File: src/hdl/prt_pkg.sv
// Shared types and codes for the persistent reservation table.
// Used by the command front end, the engine, the top level and the checker.
package prt_pkg;

	typedef enum logic [2:0] {
		OP_REGISTER      = 3'd0,
		OP_REGISTER_IGN  = 3'd1,
		OP_RESERVE       = 3'd2,
		OP_RELEASE       = 3'd3,
		OP_CLEAR         = 3'd4,
		OP_PREEMPT       = 3'd5,
		OP_PREEMPT_ABORT = 3'd6,
		OP_INVALID       = 3'd7
	} op_t;

	localparam logic [1:0] KIND_FINAL = 2'd0;
	localparam logic [1:0] KIND_UA    = 2'd1;
	localparam logic [1:0] KIND_ABORT = 2'd2;

	localparam logic [2:0] ST_GOOD        = 3'd0;
	localparam logic [2:0] ST_CONFLICT    = 3'd1;
	localparam logic [2:0] ST_INV_RELEASE = 3'd2;
	localparam logic [2:0] ST_INV_FIELD   = 3'd3;
	localparam logic [2:0] ST_TABLE_FULL  = 3'd4;

	localparam logic [1:0] ATT_RES_RELEASED  = 2'd0;
	localparam logic [1:0] ATT_RES_PREEMPTED = 2'd1;
	localparam logic [1:0] ATT_REG_PREEMPTED = 2'd2;

	localparam logic [3:0] TYPE_WR_EXCL     = 4'd1;
	localparam logic [3:0] TYPE_EXCL_ACCESS = 4'd3;
	localparam logic [3:0] TYPE_WR_EXCL_RO  = 4'd5;
	localparam logic [3:0] TYPE_EXCL_RO     = 4'd6;
	localparam logic [3:0] TYPE_WR_EXCL_AR  = 4'd7;
	localparam logic [3:0] TYPE_EXCL_AR     = 4'd8;

	localparam int MAX_NOTICES = 32;
	localparam int NCNT_W      = 6;

	typedef struct packed {
		op_t         op;
		logic [63:0] ip;
		logic [63:0] tp;
		logic [15:0] rp;
		logic [1:0]  itf;
		logic [63:0] key;
		logic [63:0] sak;
		logic [3:0]  rtype;
		logic [3:0]  scope;
	} cmd_t;

endpackage

File: src/hdl/persistent_reservation_table.sv
// Persistent reservation engine: a small command queue in front of a table-scanning engine.
// A command passes through these steps: the engine takes it, makes one pass over the
// registration table to look up the requester and a free slot, decides, makes a second pass
// that emits notices one per cycle while the output is not stalled (two per entry for
// preempt-and-abort), then emits the final status word. A command whose decision sets no
// notice mode skips the second pass. Both passes go through the single read port into the
// table. The front queue holds two commands, so new commands are taken while one is in
// progress.
// Depends on prt_pkg, prt_front and prt_engine.
module persistent_reservation_table #(
	parameter int MAX_REGISTRATIONS = 16
) (
	input  logic        clk,
	input  logic        arst_n,
	input  logic        cmd_valid,
	output logic        cmd_ready,
	input  logic [2:0]  action,
	input  logic [63:0] initiator_port,
	input  logic [63:0] target_port,
	input  logic [15:0] relative_port,
	input  logic [1:0]  interface_req,
	input  logic [63:0] reservation_key,
	input  logic [63:0] service_key,
	input  logic [3:0]  res_type,
	input  logic [3:0]  scope,
	output logic        rsp_valid,
	input  logic        rsp_ready,
	output logic [1:0]  kind,
	output logic [2:0]  status,
	output logic [1:0]  attention,
	output logic [63:0] note_initiator,
	output logic [63:0] note_target,
	output logic [15:0] note_relport,
	output logic [1:0]  note_interface,
	output logic [31:0] generation,
	output logic        last
);

	prt_pkg::cmd_t in_cmd, q_cmd;
	logic          q_valid, q_take;

	always_comb begin
		in_cmd.op    = prt_pkg::OP_INVALID;
		in_cmd.ip    = initiator_port;
		in_cmd.tp    = target_port;
		in_cmd.rp    = relative_port;
		in_cmd.itf   = interface_req;
		in_cmd.key   = reservation_key;
		in_cmd.sak   = service_key;
		in_cmd.rtype = res_type;
		in_cmd.scope = scope;
	end

	prt_front u_front (
		.clk       (clk),
		.arst_n    (arst_n),
		.in_valid  (cmd_valid),
		.in_ready  (cmd_ready),
		.in_cmd    (in_cmd),
		.in_action (action),
		.q_valid   (q_valid),
		.q_take    (q_take),
		.q_cmd     (q_cmd)
	);

	prt_engine #(
		.N (MAX_REGISTRATIONS)
	) u_engine (
		.clk        (clk),
		.arst_n     (arst_n),
		.q_valid    (q_valid),
		.q_take     (q_take),
		.q_cmd      (q_cmd),
		.out_valid  (rsp_valid),
		.out_ready  (rsp_ready),
		.out_kind   (kind),
		.out_status (status),
		.out_att    (attention),
		.out_ip     (note_initiator),
		.out_tp     (note_target),
		.out_rp     (note_relport),
		.out_itf    (note_interface),
		.out_gen    (generation),
		.out_last   (last)
	);

endmodule

File: src/hdl/prt_front.sv
// Command front end: classifies incoming words and queues them for the engine.
// Depends on prt_pkg.
module prt_front (
	input  logic           clk,
	input  logic           arst_n,
	input  logic           in_valid,
	output logic           in_ready,
	input  prt_pkg::cmd_t  in_cmd,
	input  logic [2:0]     in_action,
	output logic           q_valid,
	input  logic           q_take,
	output prt_pkg::cmd_t  q_cmd
);

	prt_pkg::cmd_t fifo_q [2];
	logic          wp_q, rp_q;
	logic [1:0]    cnt_q;
	prt_pkg::cmd_t cls;
	logic          push, pop;

	always_comb begin
		cls = in_cmd;
		case (in_action)
			prt_pkg::OP_REGISTER: cls.op = prt_pkg::OP_REGISTER;
			prt_pkg::OP_REGISTER_IGN: cls.op = prt_pkg::OP_REGISTER_IGN;
			prt_pkg::OP_RESERVE: cls.op = prt_pkg::OP_RESERVE;
			prt_pkg::OP_RELEASE: cls.op = prt_pkg::OP_RELEASE;
			prt_pkg::OP_CLEAR: cls.op = prt_pkg::OP_CLEAR;
			prt_pkg::OP_PREEMPT: cls.op = prt_pkg::OP_PREEMPT;
			prt_pkg::OP_PREEMPT_ABORT: cls.op = prt_pkg::OP_PREEMPT_ABORT;
			default: cls.op = prt_pkg::OP_INVALID;
		endcase
	end

	assign in_ready = (cnt_q != 2'd2);
	assign q_valid  = (cnt_q != 2'd0);
	assign q_cmd    = fifo_q[rp_q];
	assign push     = in_valid && in_ready;
	assign pop      = q_valid && q_take;

	always_ff @(posedge clk) begin
		if (push) begin
			fifo_q[wp_q] <= cls;
		end
	end

	always_ff @(posedge clk or negedge arst_n) begin
		if (!arst_n) begin
			wp_q  <= 1'b0;
			rp_q  <= 1'b0;
			cnt_q <= 2'd0;
		end else begin
			if (push) begin
				wp_q <= ~wp_q;
			end
			if (pop) begin
				rp_q <= ~rp_q;
			end
			cnt_q <= cnt_q + {1'b0, push} - {1'b0, pop};
		end
	end

endmodule

File: src/hdl/prt_engine.sv
// Reservation engine: registration table, holder state, table scans and result register.
// Depends on prt_pkg.
module prt_engine #(
	parameter int N = 16
) (
	input  logic           clk,
	input  logic           arst_n,
	input  logic           q_valid,
	output logic           q_take,
	input  prt_pkg::cmd_t  q_cmd,
	output logic           out_valid,
	input  logic           out_ready,
	output logic [1:0]     out_kind,
	output logic [2:0]     out_status,
	output logic [1:0]     out_att,
	output logic [63:0]    out_ip,
	output logic [63:0]    out_tp,
	output logic [15:0]    out_rp,
	output logic [1:0]     out_itf,
	output logic [31:0]    out_gen,
	output logic           out_last
);

	localparam int IDX_W = (N > 1) ? $clog2(N) : 1;
	localparam int CNT_W = $clog2(N + 1);

	typedef enum logic [4:0] {
		S_IDLE   = 5'b00001,
		S_LOOK   = 5'b00010,
		S_DECIDE = 5'b00100,
		S_SCAN   = 5'b01000,
		S_FINAL  = 5'b10000
	} state_t;

	typedef enum logic [1:0] {
		M_NONE   = 2'd0,
		M_OTHERS = 2'd1,
		M_PREEMPT = 2'd2
	} mode_t;

	typedef struct packed {
		logic [2:0] st;
		logic       gen_inc;
		logic       set_res;
		logic       drop_res;
		logic       set_holder;
		logic       inv_found;
		logic       upd_key;
		logic       write_new;
		logic       clr_all;
		mode_t      mode;
		logic [1:0] att;
		logic       ar;
	} dec_t;

	state_t state_q;
	prt_pkg::cmd_t cmd_q;

	logic        e_valid_q [N];
	logic [63:0] e_ip_q    [N];
	logic [63:0] e_tp_q    [N];
	logic [15:0] e_rp_q    [N];
	logic [1:0]  e_itf_q   [N];
	logic [63:0] e_key_q   [N];

	logic        is_res_q;
	logic [3:0]  h_type_q;
	logic [63:0] h_key_q, h_ip_q, h_tp_q;
	logic [15:0] h_rp_q;
	logic [1:0]  h_itf_q;
	logic [31:0] gen_q;

	logic [CNT_W-1:0] cnt_q;
	logic [IDX_W-1:0] idx, fidx_q, free_idx_q;
	logic             found_q, free_ok_q, other_q;
	logic [63:0]      fkey_q;
	logic [2:0]       st_q;
	mode_t            mode_q;
	logic [1:0]       att_q;
	logic             ar_q, clr_q, sub_q;
	logic [prt_pkg::NCNT_W-1:0] ncnt_q;

	logic        ov_q, last_q;
	logic [1:0]  kind_q, att_o_q, itf_o_q;
	logic [2:0]  st_o_q;
	logic [63:0] ip_o_q, tp_o_q;
	logic [15:0] rp_o_q;
	logic [31:0] gen_o_q;

	logic        rd_valid, same, hit, at_end, ld, capped;
	logic        emit, emit_last, adv, inv_now, sub_set;
	logic [1:0]  emit_kind, emit_att;
	dec_t        d;
	logic        reg_wk, hid, h_single, h_ro, h_ar, is_h, ign, ar_p;

	assign idx      = cnt_q[IDX_W-1:0];
	assign rd_valid = e_valid_q[idx];
	assign same     = e_ip_q[idx] == cmd_q.ip && e_tp_q[idx] == cmd_q.tp &&
	                  e_itf_q[idx] == cmd_q.itf;
	assign at_end   = (cnt_q == CNT_W'(N - 1));
	assign ld       = !ov_q || out_ready;
	assign capped   = (ncnt_q >= prt_pkg::NCNT_W'(prt_pkg::MAX_NOTICES));
	assign q_take   = (state_q == S_IDLE);

	always_comb begin
		hit = rd_valid && !same;
		if (mode_q == M_PREEMPT) begin
			hit = hit && (e_key_q[idx] == cmd_q.sak || (ar_q && cmd_q.sak == 64'd0));
		end
	end

	// Holder classification and per-command decision.
	always_comb begin
		h_single = h_type_q == prt_pkg::TYPE_WR_EXCL || h_type_q == prt_pkg::TYPE_EXCL_ACCESS;
		h_ro     = h_type_q == prt_pkg::TYPE_WR_EXCL_RO || h_type_q == prt_pkg::TYPE_EXCL_RO;
		h_ar     = h_type_q == prt_pkg::TYPE_WR_EXCL_AR || h_type_q == prt_pkg::TYPE_EXCL_AR;
		reg_wk   = found_q && fkey_q == cmd_q.key;
		hid      = h_ip_q == cmd_q.ip && h_tp_q == cmd_q.tp && h_itf_q == cmd_q.itf;
		is_h     = is_res_q && ((h_single || h_ro) ? hid : (h_ar ? found_q : 1'b0));
		ign      = (cmd_q.op == prt_pkg::OP_REGISTER_IGN);
		ar_p     = is_res_q && h_ar;
		d        = '0;
		d.st     = prt_pkg::ST_GOOD;
		d.mode   = M_NONE;
		d.att    = prt_pkg::ATT_RES_RELEASED;
		d.ar     = ar_p;
		case (cmd_q.op)
			prt_pkg::OP_REGISTER, prt_pkg::OP_REGISTER_IGN: begin
				if (found_q) begin
					if (!ign && cmd_q.key != fkey_q) begin
						d.st = prt_pkg::ST_CONFLICT;
					end else begin
						d.gen_inc = 1'b1;
						if (cmd_q.sak == 64'd0) begin
							d.inv_found = 1'b1;
							if (is_res_q) begin
								if (h_ar) begin
									d.drop_res = !other_q;
								end else if ((h_single || h_ro) && hid) begin
									d.drop_res = 1'b1;
									if (h_ro) begin
										d.mode = M_OTHERS;
									end
								end
							end
						end else begin
							d.upd_key = 1'b1;
						end
					end
				end else if (cmd_q.sak == 64'd0 && (ign || cmd_q.key == 64'd0)) begin
					d.gen_inc = 1'b1;
				end else if (!ign && cmd_q.key != 64'd0) begin
					d.st = prt_pkg::ST_CONFLICT;
				end else if (!free_ok_q) begin
					d.st = prt_pkg::ST_TABLE_FULL;
				end else begin
					d.write_new = 1'b1;
					d.gen_inc   = 1'b1;
				end
			end
			prt_pkg::OP_RESERVE: begin
				if (!reg_wk || (is_res_q && !is_h) ||
				    (is_res_q && (h_key_q != cmd_q.key || h_type_q != cmd_q.rtype))) begin
					d.st = prt_pkg::ST_CONFLICT;
				end else if (!is_res_q) begin
					d.set_res    = 1'b1;
					d.set_holder = 1'b1;
				end
			end
			prt_pkg::OP_RELEASE: begin
				if (is_res_q) begin
					if (!reg_wk || !hid || h_key_q != cmd_q.key) begin
						d.st = prt_pkg::ST_CONFLICT;
					end else if (cmd_q.scope != 4'd0 || h_type_q != cmd_q.rtype) begin
						d.st = prt_pkg::ST_INV_RELEASE;
					end else begin
						d.drop_res = 1'b1;
						if (h_ro || h_ar) begin
							d.mode = M_OTHERS;
						end
					end
				end
			end
			prt_pkg::OP_CLEAR: begin
				if (!reg_wk) begin
					d.st = prt_pkg::ST_CONFLICT;
				end else begin
					d.mode     = M_OTHERS;
					d.att      = prt_pkg::ATT_RES_PREEMPTED;
					d.drop_res = 1'b1;
					d.clr_all  = 1'b1;
					d.gen_inc  = 1'b1;
				end
			end
			prt_pkg::OP_PREEMPT, prt_pkg::OP_PREEMPT_ABORT: begin
				if (!reg_wk || (is_res_q && h_key_q != cmd_q.key)) begin
					d.st = prt_pkg::ST_CONFLICT;
				end else if (!ar_p && is_res_q && cmd_q.sak == 64'd0) begin
					d.st = prt_pkg::ST_INV_FIELD;
				end else begin
					d.mode       = M_PREEMPT;
					d.att        = prt_pkg::ATT_REG_PREEMPTED;
					d.gen_inc    = 1'b1;
					d.set_holder = (is_res_q && !ar_p && h_key_q == cmd_q.sak) ||
					               (ar_p && cmd_q.sak == 64'd0);
				end
			end
			default: begin
				d.st = prt_pkg::ST_INV_FIELD;
			end
		endcase
	end

	// Scan and final step: what to emit, whether to move on, whether to drop the entry.
	always_comb begin
		emit      = 1'b0;
		emit_last = 1'b0;
		emit_kind = prt_pkg::KIND_UA;
		emit_att  = att_q;
		adv       = 1'b0;
		inv_now   = 1'b0;
		sub_set   = 1'b0;
		if (state_q == S_SCAN) begin
			if (!hit) begin
				adv = 1'b1;
			end else if (mode_q == M_PREEMPT && cmd_q.op == prt_pkg::OP_PREEMPT_ABORT &&
			             !sub_q) begin
				emit_kind = prt_pkg::KIND_ABORT;
				emit_att  = prt_pkg::ATT_RES_RELEASED;
				emit      = !capped && ld;
				sub_set   = capped || ld;
			end else if (capped || ld) begin
				emit    = !capped;
				adv     = 1'b1;
				inv_now = (mode_q == M_PREEMPT);
			end
		end else if (state_q == S_FINAL && ld) begin
			emit      = 1'b1;
			emit_last = 1'b1;
			emit_kind = prt_pkg::KIND_FINAL;
			emit_att  = prt_pkg::ATT_RES_RELEASED;
		end
	end

	always_ff @(posedge clk) begin
		if (q_take && q_valid) begin
			cmd_q <= q_cmd;
		end
		if (state_q == S_LOOK) begin
			if (rd_valid && same && !found_q) begin
				fidx_q <= idx;
				fkey_q <= e_key_q[idx];
			end
			if (!rd_valid && !free_ok_q) begin
				free_idx_q <= idx;
			end
		end
		if (state_q == S_DECIDE) begin
			if (d.upd_key) begin
				e_key_q[fidx_q] <= cmd_q.sak;
			end
			if (d.write_new) begin
				e_ip_q[free_idx_q]  <= cmd_q.ip;
				e_tp_q[free_idx_q]  <= cmd_q.tp;
				e_rp_q[free_idx_q]  <= cmd_q.rp;
				e_itf_q[free_idx_q] <= cmd_q.itf;
				e_key_q[free_idx_q] <= cmd_q.sak;
			end
			st_q  <= d.st;
			att_q <= d.att;
			ar_q  <= d.ar;
		end
		if (emit) begin
			kind_q  <= emit_kind;
			att_o_q <= emit_last ? prt_pkg::ATT_RES_RELEASED : emit_att;
			st_o_q  <= emit_last ? st_q : prt_pkg::ST_GOOD;
			ip_o_q  <= emit_last ? 64'd0 : e_ip_q[idx];
			tp_o_q  <= emit_last ? 64'd0 : e_tp_q[idx];
			rp_o_q  <= emit_last ? 16'd0 : e_rp_q[idx];
			itf_o_q <= emit_last ? 2'd0 : e_itf_q[idx];
			gen_o_q <= gen_q;
			last_q  <= emit_last;
		end
	end

	always_ff @(posedge clk or negedge arst_n) begin
		if (!arst_n) begin
			state_q   <= S_IDLE;
			for (int i = 0; i < N; i++) begin
				e_valid_q[i] <= 1'b0;
			end
			is_res_q  <= 1'b0;
			h_type_q  <= 4'd0;
			h_key_q   <= 64'd0;
			h_ip_q    <= 64'd0;
			h_tp_q    <= 64'd0;
			h_rp_q    <= 16'd0;
			h_itf_q   <= 2'd0;
			gen_q     <= 32'd0;
			cnt_q     <= '0;
			found_q   <= 1'b0;
			free_ok_q <= 1'b0;
			other_q   <= 1'b0;
			mode_q    <= M_NONE;
			clr_q     <= 1'b0;
			sub_q     <= 1'b0;
			ncnt_q    <= '0;
			ov_q      <= 1'b0;
		end else begin
			if (emit) begin
				ov_q <= 1'b1;
			end else if (out_ready) begin
				ov_q <= 1'b0;
			end
			case (state_q)
				S_IDLE: begin
					if (q_valid) begin
						cnt_q     <= '0;
						found_q   <= 1'b0;
						free_ok_q <= 1'b0;
						other_q   <= 1'b0;
						state_q   <= S_LOOK;
					end
				end
				S_LOOK: begin
					if (rd_valid && same) begin
						found_q <= 1'b1;
					end
					if (!rd_valid) begin
						free_ok_q <= 1'b1;
					end
					if (rd_valid && !same) begin
						other_q <= 1'b1;
					end
					cnt_q <= cnt_q + CNT_W'(1);
					if (at_end) begin
						state_q <= S_DECIDE;
					end
				end
				S_DECIDE: begin
					if (d.inv_found) begin
						e_valid_q[fidx_q] <= 1'b0;
					end
					if (d.write_new) begin
						e_valid_q[free_idx_q] <= 1'b1;
					end
					if (d.gen_inc) begin
						gen_q <= gen_q + 32'd1;
					end
					if (d.drop_res) begin
						is_res_q <= 1'b0;
						h_type_q <= 4'd0;
						h_key_q  <= 64'd0;
					end
					if (d.set_res) begin
						is_res_q <= 1'b1;
					end
					if (d.set_holder) begin
						h_type_q <= cmd_q.rtype;
						h_key_q  <= cmd_q.key;
						h_ip_q   <= cmd_q.ip;
						h_tp_q   <= cmd_q.tp;
						h_rp_q   <= cmd_q.rp;
						h_itf_q  <= cmd_q.itf;
					end
					mode_q <= d.mode;
					clr_q  <= d.clr_all;
					cnt_q  <= '0;
					sub_q  <= 1'b0;
					ncnt_q <= '0;
					state_q <= (d.mode == M_NONE) ? S_FINAL : S_SCAN;
				end
				S_SCAN: begin
					if (emit) begin
						ncnt_q <= ncnt_q + prt_pkg::NCNT_W'(1);
					end
					if (sub_set) begin
						sub_q <= 1'b1;
					end
					if (inv_now) begin
						e_valid_q[idx] <= 1'b0;
					end
					if (adv) begin
						sub_q <= 1'b0;
						cnt_q <= cnt_q + CNT_W'(1);
						if (at_end) begin
							state_q <= S_FINAL;
						end
					end
				end
				S_FINAL: begin
					if (ld) begin
						if (clr_q) begin
							for (int i = 0; i < N; i++) begin
								e_valid_q[i] <= 1'b0;
							end
						end
						clr_q   <= 1'b0;
						state_q <= S_IDLE;
					end
				end
				default: begin
					state_q <= S_IDLE;
				end
			endcase
		end
	end

	assign out_valid  = ov_q;
	assign out_kind   = kind_q;
	assign out_status = st_o_q;
	assign out_att    = att_o_q;
	assign out_ip     = ip_o_q;
	assign out_tp     = tp_o_q;
	assign out_rp     = rp_o_q;
	assign out_itf    = itf_o_q;
	assign out_gen    = gen_o_q;
	assign out_last   = last_q;

endmodule

File: config.mk
export PLATFORM = sky130hd
export DESIGN_NAME = persistent_reservation_table
export DESIGN_NICKNAME = d
export VERILOG_FILES = /design/src/hdl/prt_pkg.sv /design/src/hdl/persistent_reservation_table.sv /design/src/hdl/prt_front.sv /design/src/hdl/prt_engine.sv
export SDC_FILE = /design/constraint.sdc
export NUM_CORES = 2
export LEC_CHECK = 0
export ABC_AREA = 0
export BUFFER_PORTS_ARGS = -buffer_cell sky130_fd_sc_hd__buf_2
export CAP_MARGIN = 40
export CORE_MARGIN = 1.5
export CORE_UTILIZATION = 30
export DETAILED_ROUTE_END_ITERATION = 8
export HOLD_SLACK_MARGIN = 0.03
export PLACE_DENSITY = 0.5
export SLEW_MARGIN = 25
export SYNTH_ARGS = -nofsm -noshare
export SYNTH_HDL_FRONTEND = slang
export SYNTH_SLANG_ARGS = --single-unit
export TNS_END_PERCENT = 5
File: constraint.sdc
create_clock -name clk -period 30.7 [get_ports clk]
set_input_delay 6.14 -clock clk [delete_from_list [all_inputs] [get_ports clk]]
set_output_delay 6.14 -clock clk [all_outputs]
set_load 0.02 [all_outputs]
# [Word level (Yosys, flattened, before mapping)]
# Memories as Yosys holds them, arrays and structs flattened. A register that Yosys moved wholly into a read port is not among the register bits.
# Cells that the tools add are included.
[totals] regBits=523 ramBits=3930 elab_cells=374 memories=6
[op_classes] n_addsub=5 magnitude_cmp=7 n_eq_ne=50 n_mux=149 n_bitwise=10 reduce_logical=97
[memory_table] name="u_engine.e_ip_q" words=16 width=64 rd=1 rd_clocked_by_memory_dff=0 wr=1 line="prt_engine.sv:60" text="logic [63:0] e_ip_q [N];"
[memory_table] name="u_engine.e_key_q" words=16 width=64 rd=1 rd_clocked_by_memory_dff=0 wr=1 line="prt_engine.sv:64" text="logic [63:0] e_key_q [N];"
[memory_table] name="u_engine.e_tp_q" words=16 width=64 rd=1 rd_clocked_by_memory_dff=0 wr=1 line="prt_engine.sv:61" text="logic [63:0] e_tp_q [N];"
[memory_table] name="u_front.fifo_q" words=2 width=285 rd=1 rd_clocked_by_memory_dff=1 wr=1 line="prt_front.sv:15" text="prt_pkg::cmd_t fifo_q [2];"
[memory_table] name="u_engine.e_rp_q" words=16 width=16 rd=1 rd_clocked_by_memory_dff=1 wr=1 line="prt_engine.sv:62" text="logic [15:0] e_rp_q [N];"
[memory_table] name="u_engine.e_itf_q" words=16 width=2 rd=1 rd_clocked_by_memory_dff=0 wr=1 line="prt_engine.sv:63" text="logic [1:0] e_itf_q [N];"
[op_table] cell="$eq 64x64->1" count=7
[op_table] cell="$mux 64" count=3
[op_table] cell="$logic_not 64->1" count=2
[op_table] cell="$ne 64x64->1" count=2
[op_table] cell="$mux 16" count=6
[op_table] cell="$mux 1" count=78
[op_table] cell="$reduce_bool 64->1" count=1
[op_table] cell="$reduce_or 64->1" count=1
[op_table] cell="$pmux 16 s3" count=1
[op_table] cell="$mux 5" count=9
[op_table] cell="$mux 2" count=19
[op_table] cell="$logic_and 1x1->1" count=33
[op_table] cell="$add 32x1->32 const B" count=1
[op_table] cell="$and 16x16->16" count=2
[op_table] cell="$not 16->16" count=2
[op_table] cell="$pmux 5 s5" count=1
[op_table] cell="$mux 4" count=6
[op_table] cell="$mux 3" count=7
[op_table] cell="$pmux 3 s7" count=1
[op_table] cell="$pmux 5 s4" count=1
[op_table] cell="$eq 3x3->1 const B" count=6
[op_table] cell="$ne 2x1->1 const B" count=9
[op_table] cell="$reduce_and 2->1" count=9
[op_table] cell="$logic_or 1x1->1" count=17
[op_table] cell="45 further kinds" count=94

# [Longest topological paths before layout]
[depth] word_depth=14 depth_mapped=18 ltp_nobuf=11

# [Hierarchy]
# A second synthesis with hierarchy kept.
[unflattened] hier_cells=9510 hier_area_um2=187727.5
[by_module_without_submodules] module="prt_engine" n_inst=1 cells_each=8597 area_per_inst_um2=165931.6 seq_area_each_um2=124165.3
[by_module_without_submodules] module="prt_front" n_inst=1 cells_each=912 area_per_inst_um2=21792.2 seq_area_each_um2=17216.5
[by_module_without_submodules] module="persistent_reservation_table" n_inst=1 cells_each=1 area_per_inst_um2=3.8 seq_area_each_um2=0.0

# [Worst setup path after synthesis]
# No wires, ideal clock.
[synth_timing] kind="input to register" start="input port cmd_valid" end="memory u_front.fifo_q[0][0] in the netlist's numbering (enable)" setup_ns=0.937 arrival_time_ns=18.035 t_required_ns=29.763 setup_slack_ns=11.728 cell_stages=2 path_buffers=0 cell_sequence="nand2_1 > nor2_1"
[synth_via] elab_chain_cells=3
[synth_lines] item="from (decl)" line="persistent_reservation_table.sv:15" text="input logic cmd_valid,"
[synth_lines] item="$logic_and 1x1->1" line="prt_front.sv:38" text="assign push = in_valid && in_ready;"
[synth_lines] item="$mux 1" line="prt_front.sv:42" text="if (push) begin"
[synth_lines] item="$mux 1 (not written as such)" line="prt_front.sv:43" text="fifo_q[wp_q] <= cls;"
[synth_lines] item="to (decl)" line="prt_front.sv:15"
# No other way between the ends.

# [Worst setup path after layout]
[layout_timing] start="register u_engine.cnt_q[1]" end="register u_engine.tp_o_q[38], in the netlist u_engine.out_tp[38], read port of u_engine.e_tp_q (enable)"
[layout_via] elab_chain_cells=10 elab_cells_between_ends=21 classes_between="4 x eq/ne; 6 x mux; 1 x bitwise; 6 x reduce/logical; 4 x memory"
[layout_lines] item="from (decl)" line="prt_engine.sv:73" text="logic [CNT_W-1:0] cnt_q;"
[layout_lines] item="from (signal assigned)" line="prt_engine.sv:335" text="cnt_q <= cnt_q + CNT_W'(1);"
[layout_lines] item="from (signal assigned)" line="prt_engine.sv:385" text="cnt_q <= cnt_q + CNT_W'(1);"
[layout_lines] item="$mem_v2 16x64, on equally long branches"
[layout_lines] item="$eq 64x64->1" line="prt_engine.sv:98" text="assign same = e_ip_q[idx] == cmd_q.ip && e_tp_q[idx] == cmd_q.tp &&"
[layout_lines] item="$logic_and 1x1->1 (2 in a row)" line="prt_engine.sv:98"
[layout_lines] item="$logic_not 1->1" line="prt_engine.sv:106" text="hit = rd_valid && !same;"
[layout_lines] item="$logic_and 1x1->1" line="prt_engine.sv:106"
[layout_lines] item="$logic_and 1x1->1" line="prt_engine.sv:108" text="hit = hit && (e_key_q[idx] == cmd_q.sak || (ar_q && cmd_q.sak == 64'd0));"
[layout_lines] item="$mux 1 *" line="prt_engine.sv:107" text="if (mode_q == M_PREEMPT) begin"
[layout_lines] item="$mux 1 *" line="prt_engine.sv:224" text="if (!hit) begin"
[layout_lines] item="$mux 1 *" line="prt_engine.sv:223" text="if (state_q == S_SCAN) begin"
[layout_lines] item="net u_engine.emit" line="prt_engine.sv:91" text="logic emit, emit_last, adv, inv_now, sub_set;"
[layout_lines] item="to (decl)" line="prt_engine.sv:86" text="logic [63:0] ip_o_q, tp_o_q;"
# Mark *: on every way through the listed nets, which the timed path passes. The rest lies on a longest branch. The select of a mux whose other input is x is not followed.
# A chain may end at the register's enable or synchronous reset.

==> impl_metrics.json <==
{
  "status": "completed",
  "synthesis.area_per_instance_um2": 19.5,
  "fin_total_pwr_mw": 18.7,
  "post-dp-hpwl_um": 381000,
  "holdBufCountCts": 0,
  "end_kind": "register",
  "hold_path_depth": 2,
  "fp.coreArea_um2": 620000,
  "timing.rr.start": "u_engine.cnt_q[1]",
  "grt_first_pass_wirelength_um": 818000,
  "clock_tree.root_cell": "clkbuf_16",
  "path_clk_slew_ns": 0.06,
  "worst-endpoint-required_ns": 31.47,
  "antenna_found_initial": 83,
  "async_flop_share_pct": 5.78,
  "min_from": "u_engine.mode_q[1]",
  "fin_setup_tns_ns": 0,
  "wirelength_um": 599000,
  "ioPinCount": 477,
  "dr.first_iter.drc_count": 11039,
  "gr-usage-all-layers_pct": 18.5,
  "nets": 10916,
  "p_leak_nw": 71.8,
  "std_cell_rows": 289,
  "drive_gt1_share_pct": 26.9,
  "floorplan.initialDensity_pct": 30.1,
  "final_max_slew_viol_count": 0,
  "synth_ff_type": "edfxtp_1",
  "terminating_pin_of_the_worst_hold_path": "u_engine.mode_q[1]",
  "nFillCells": 57713,
  "critical_path.cell_chain": "buf_4 > buf_4 > buf_16 > buf_4 > buf_4 > buf_16 > mux4_2 > mux2i_1 > mux2i_1 > xnor2_1 > nand4_1 > nor4_1 > buf_4 > o2111ai_1 > nor4_2 > buf_4 > a21oi_1 > nand2_1 > nand2_8 > buf_4 > buf_4 > buf_12",
  "critPathMaxFanout": 68,
  "cp_slowest_stage_delay_ns": 0.92,
  "worst_r2r_path_depth": 22,
  "synth_cells": 9579,
  "cts.sink_count": 4754,
  "fp.dieArea_um2": 627000,
  "cp_common_cell": "buf_4",
  "via_count": 98693,
  "finalWorstPathRequiredPeriod_ns": 10.34,
  "yosysSeqAreaShare_pct": 75.7,
  "layout.area.seq_um2": 141000,
  "final_antenna_violating_net_count": 0,
  "path_delay_family": "buffers and inverters",
  "syn_area_um2": 187000,
  "global_placer_s_final_weighted_congestion": 0.850,
  "tritoncts": "done",
  "ys_types": 85,
  "multiInputGateArea_um2": 43000,
  "ys_ff_latch": 4754,
  "cp_num_buf_inv": 11,
  "hold_class": "reg -> reg",
  "remaining_drc_errors": 0,
  "setup_repair_after_global_routing_missed_its_margin": "false",
  "final.setup_skew_ns": 0.119,
  "clock_latency_late_sink_ns": 1.11,
  "via_per_inst": 5.11,
  "grt_max_degree": 121,
  "detail_route.wl_per_cell_um": 31.0,
  "number_of_enable_flip_flop_cells_after_synthesis": 4479,
  "detail_route.first_pass.iterations": 8,
  "clock_tree.buffer_depth": 4,
  "r2r_slack_ns": 20.36,
  "layout_worst_path_cycle_share_pct": 33.7,
  "fmax_mhz": 96.7,
  "synthesis.nets": 9878,
  "worst_slew_pin_slew_ns": 1.13,
  "power.density_cell_area_nw_per_um2": 84.9,
  "worstSetupStartpointType": "register",
  "worst_slew_margin_rel_pct": 24.6,
  "max_cap_violations": 0,
  "global_route.overflow_total": 0,
  "ir_drop_v": 0.000102,
  "placement.io_buffers": 476,
  "postCtsResizedCells": 0,
  "critical_path.slowest_cell": "dfrtp_4",
  "setup_viol": 0,
  "timing.final.hold_violations": 0,
  "tritoncts.num_buffers": 524,
  "first_global_vias": 99254,
  "criticalPathCategory": "reg -> reg",
  "critPathArrivalTime_ns": 11.11,
  "clock_tree.htree_level_count": 6,
  "timing.rr.end": "u_engine.out_tp[38]",
  "ys_warn_count": 0,
  "post_cts_repair_timing_setup_buffer_count": 0,
  "die_x_um": 792,
  "flow.area_growth_from_synthesis_pct": 17.8,
  "die-height_um": 792
}
[cell usage in the layout (no fill, tap or decap), drive strengths merged, types with 82 or more instances in the layout]
cell    instances
nor2          213
mux2          487
edfxtp       4479
a21oi          92
o22ai         115
a22oi         143
nor4          127
and2           82
o21ai          87
nand4          82
xor2          354
clkinv        168
inv           153
nand2         441
mux2i         535
clkbuf        689
buf           973
mux4          681
dfrtp         274
xnor2         268
[synthesized netlist by cell type, types with 7 or more instances]
cell	instances	area, um^2
edfxtp_1	4479	134000
mux4_2	681	15300
mux2i_1	535	5360
mux2_2	487	5480
nand2_1	441	1660
xor2_1	354	3100
dfrtp_1	274	6860
xnor2_1	268	2350
nor2_1	212	796
clkbuf_1	186	698
a22oi_1	143	1070
buf_2	136	681
nor4_1	124	776
inv_1	118	443
o22ai_1	115	719
a21oi_1	92	460
o21ai_0	85	425
nand4_1	82	513
and2_1	79	494
nand3_1	73	365
buf_1	51	191
buf_4	49	368
and3_1	47	294
nor3_1	45	225
a221oi_1	42	368
buf_6	39	439
a211oi_1	35	263
a31oi_1	32	200
a22o_1	30	263
nand2b_1	29	181
nor2b_1	27	169
a32o_1	17	170
o211ai_1	16	120
or4_1	12	90.1
ha_1	10	125
o41ai_1	9	78.8
o2111ai_1	8	70.1
o221ai_1	8	70.1
or2_2	8	50.1
a2111oi_0	7	61.3
[layout make-up]
cell class | instances | area share, %
Tap cell | 8293 | 4.71
Sequential cell | 4754 | 64.2
Antenna cell | 14 | 0.0159
Timing Repair Buffer | 975 | 3.65
Inverter | 122 | 0.218
Clock buffer | 687 | 6.46
Clock inverter | 243 | 1.15
Multi-Input combinational cell | 4240 | 19.5
[metal layers]
metal | part of all wire, % | track usage (%) | vias up | routed length [um]
met2 | 49 | 31.3 | 3864 | 293000
met5 | 0.025 | 0 | - | 152
met3 | 6.1 | 2.52 | 853 | 36600
met1 | 42 | 25.2 | 53368 | 252000
met4 | 2.9 | 4.81 | 26 | 17500
li1 | - | - | 40582 | -
[per-stage QoR]
stage	cell area, um^2	setup slack [ns]	instances	utilization (%)	hold WS [ns]
finish	220000	20.36	19328	35.5	0.479
global route	220000	19.92	19316	35.5	0.492
CTS	219000	19.94	19284	35.4	0.479
detailed placement	203000	19.94	18354	32.7	0.466
global placement	200000	19.42	18236	32.3	0.453
floorplan	187000	11.73	9579	-	0.437
[worst register-to-register path, cell delays in order (launching register included)]
cell,delay [ns]
dfrtp_4,0.92
buf_4,0.78
buf_4,0.40
buf_16,0.29
buf_4,0.71
buf_4,0.60
buf_16,0.30
mux4_2,0.54
mux2i_1,0.14
mux2i_1,0.13
xnor2_1,0.46
nand4_1,0.18
nor4_1,0.69
buf_4,0.23
o2111ai_1,0.19
nor4_2,0.72
buf_4,0.30
a21oi_1,0.25
nand2_1,0.33
nand2_8,0.41
buf_4,0.63
buf_4,0.58
buf_12,0.24
[worst max-delay path by stage]
stage | from | cells past startpoint | endpoint | slack (ns)
6_report | u_engine.cnt_q[1] | 22 | u_engine.out_tp[38] | 20.36
2_1_floorplan | cmd_valid | 2 | u_front.fifo_q[0][0] | 11.73
5_1_grt | u_engine.cnt_q[1] | 22 | u_engine.out_ip[10] | 19.92
3_5_place_dp | u_engine.cnt_q[1] | 21 | u_engine.out_ip[39] | 19.94
4_1_cts | u_engine.cnt_q[1] | 21 | u_engine.out_ip[39] | 19.94
3_3_place_gp | u_engine.cnt_q[1] | 18 | u_engine.out_ip[39] | 19.42
[state kept, by name, summed over array words and instances (netlist names), 32 cells and up]
| register | flops |
|---|---|
| u_engine.e_ip_q | 1024 |
| u_engine.e_key_q | 1024 |
| u_engine.e_tp_q | 1024 |
| u_front.fifo_q | 570 |
| u_engine.cmd_q | 285 |
| u_engine.e_rp_q | 256 |
| u_engine.fkey_q | 64 |
| u_engine.h_ip_q | 64 |
| u_engine.h_key_q | 64 |
| u_engine.h_tp_q | 64 |
| u_engine.out_ip | 64 |
| u_engine.out_tp | 64 |
| u_engine.e_itf_q | 32 |
| u_engine.gen_q | 32 |
| u_engine.out_gen | 32 |
[power breakdown]
part,switching [mW],internal [mW]
sequential,0.441,8.19
combinational,2.64,1.22
clock,2.63,3.55
total,5.72,13.0
[logic make-up after synthesis]
group                      share of synthesized area (%)
and+or+nand+nor                                     3.13
DFF                                                 75.7
AOI/OAI and AO/OA                                   2.63
buffers and inverters                               1.54
adders and majority gates                         0.0670
xor gates and xnor gates                            2.92
muxes                                               14.0
Note: power is estimated with default switching activity, not from simulation.
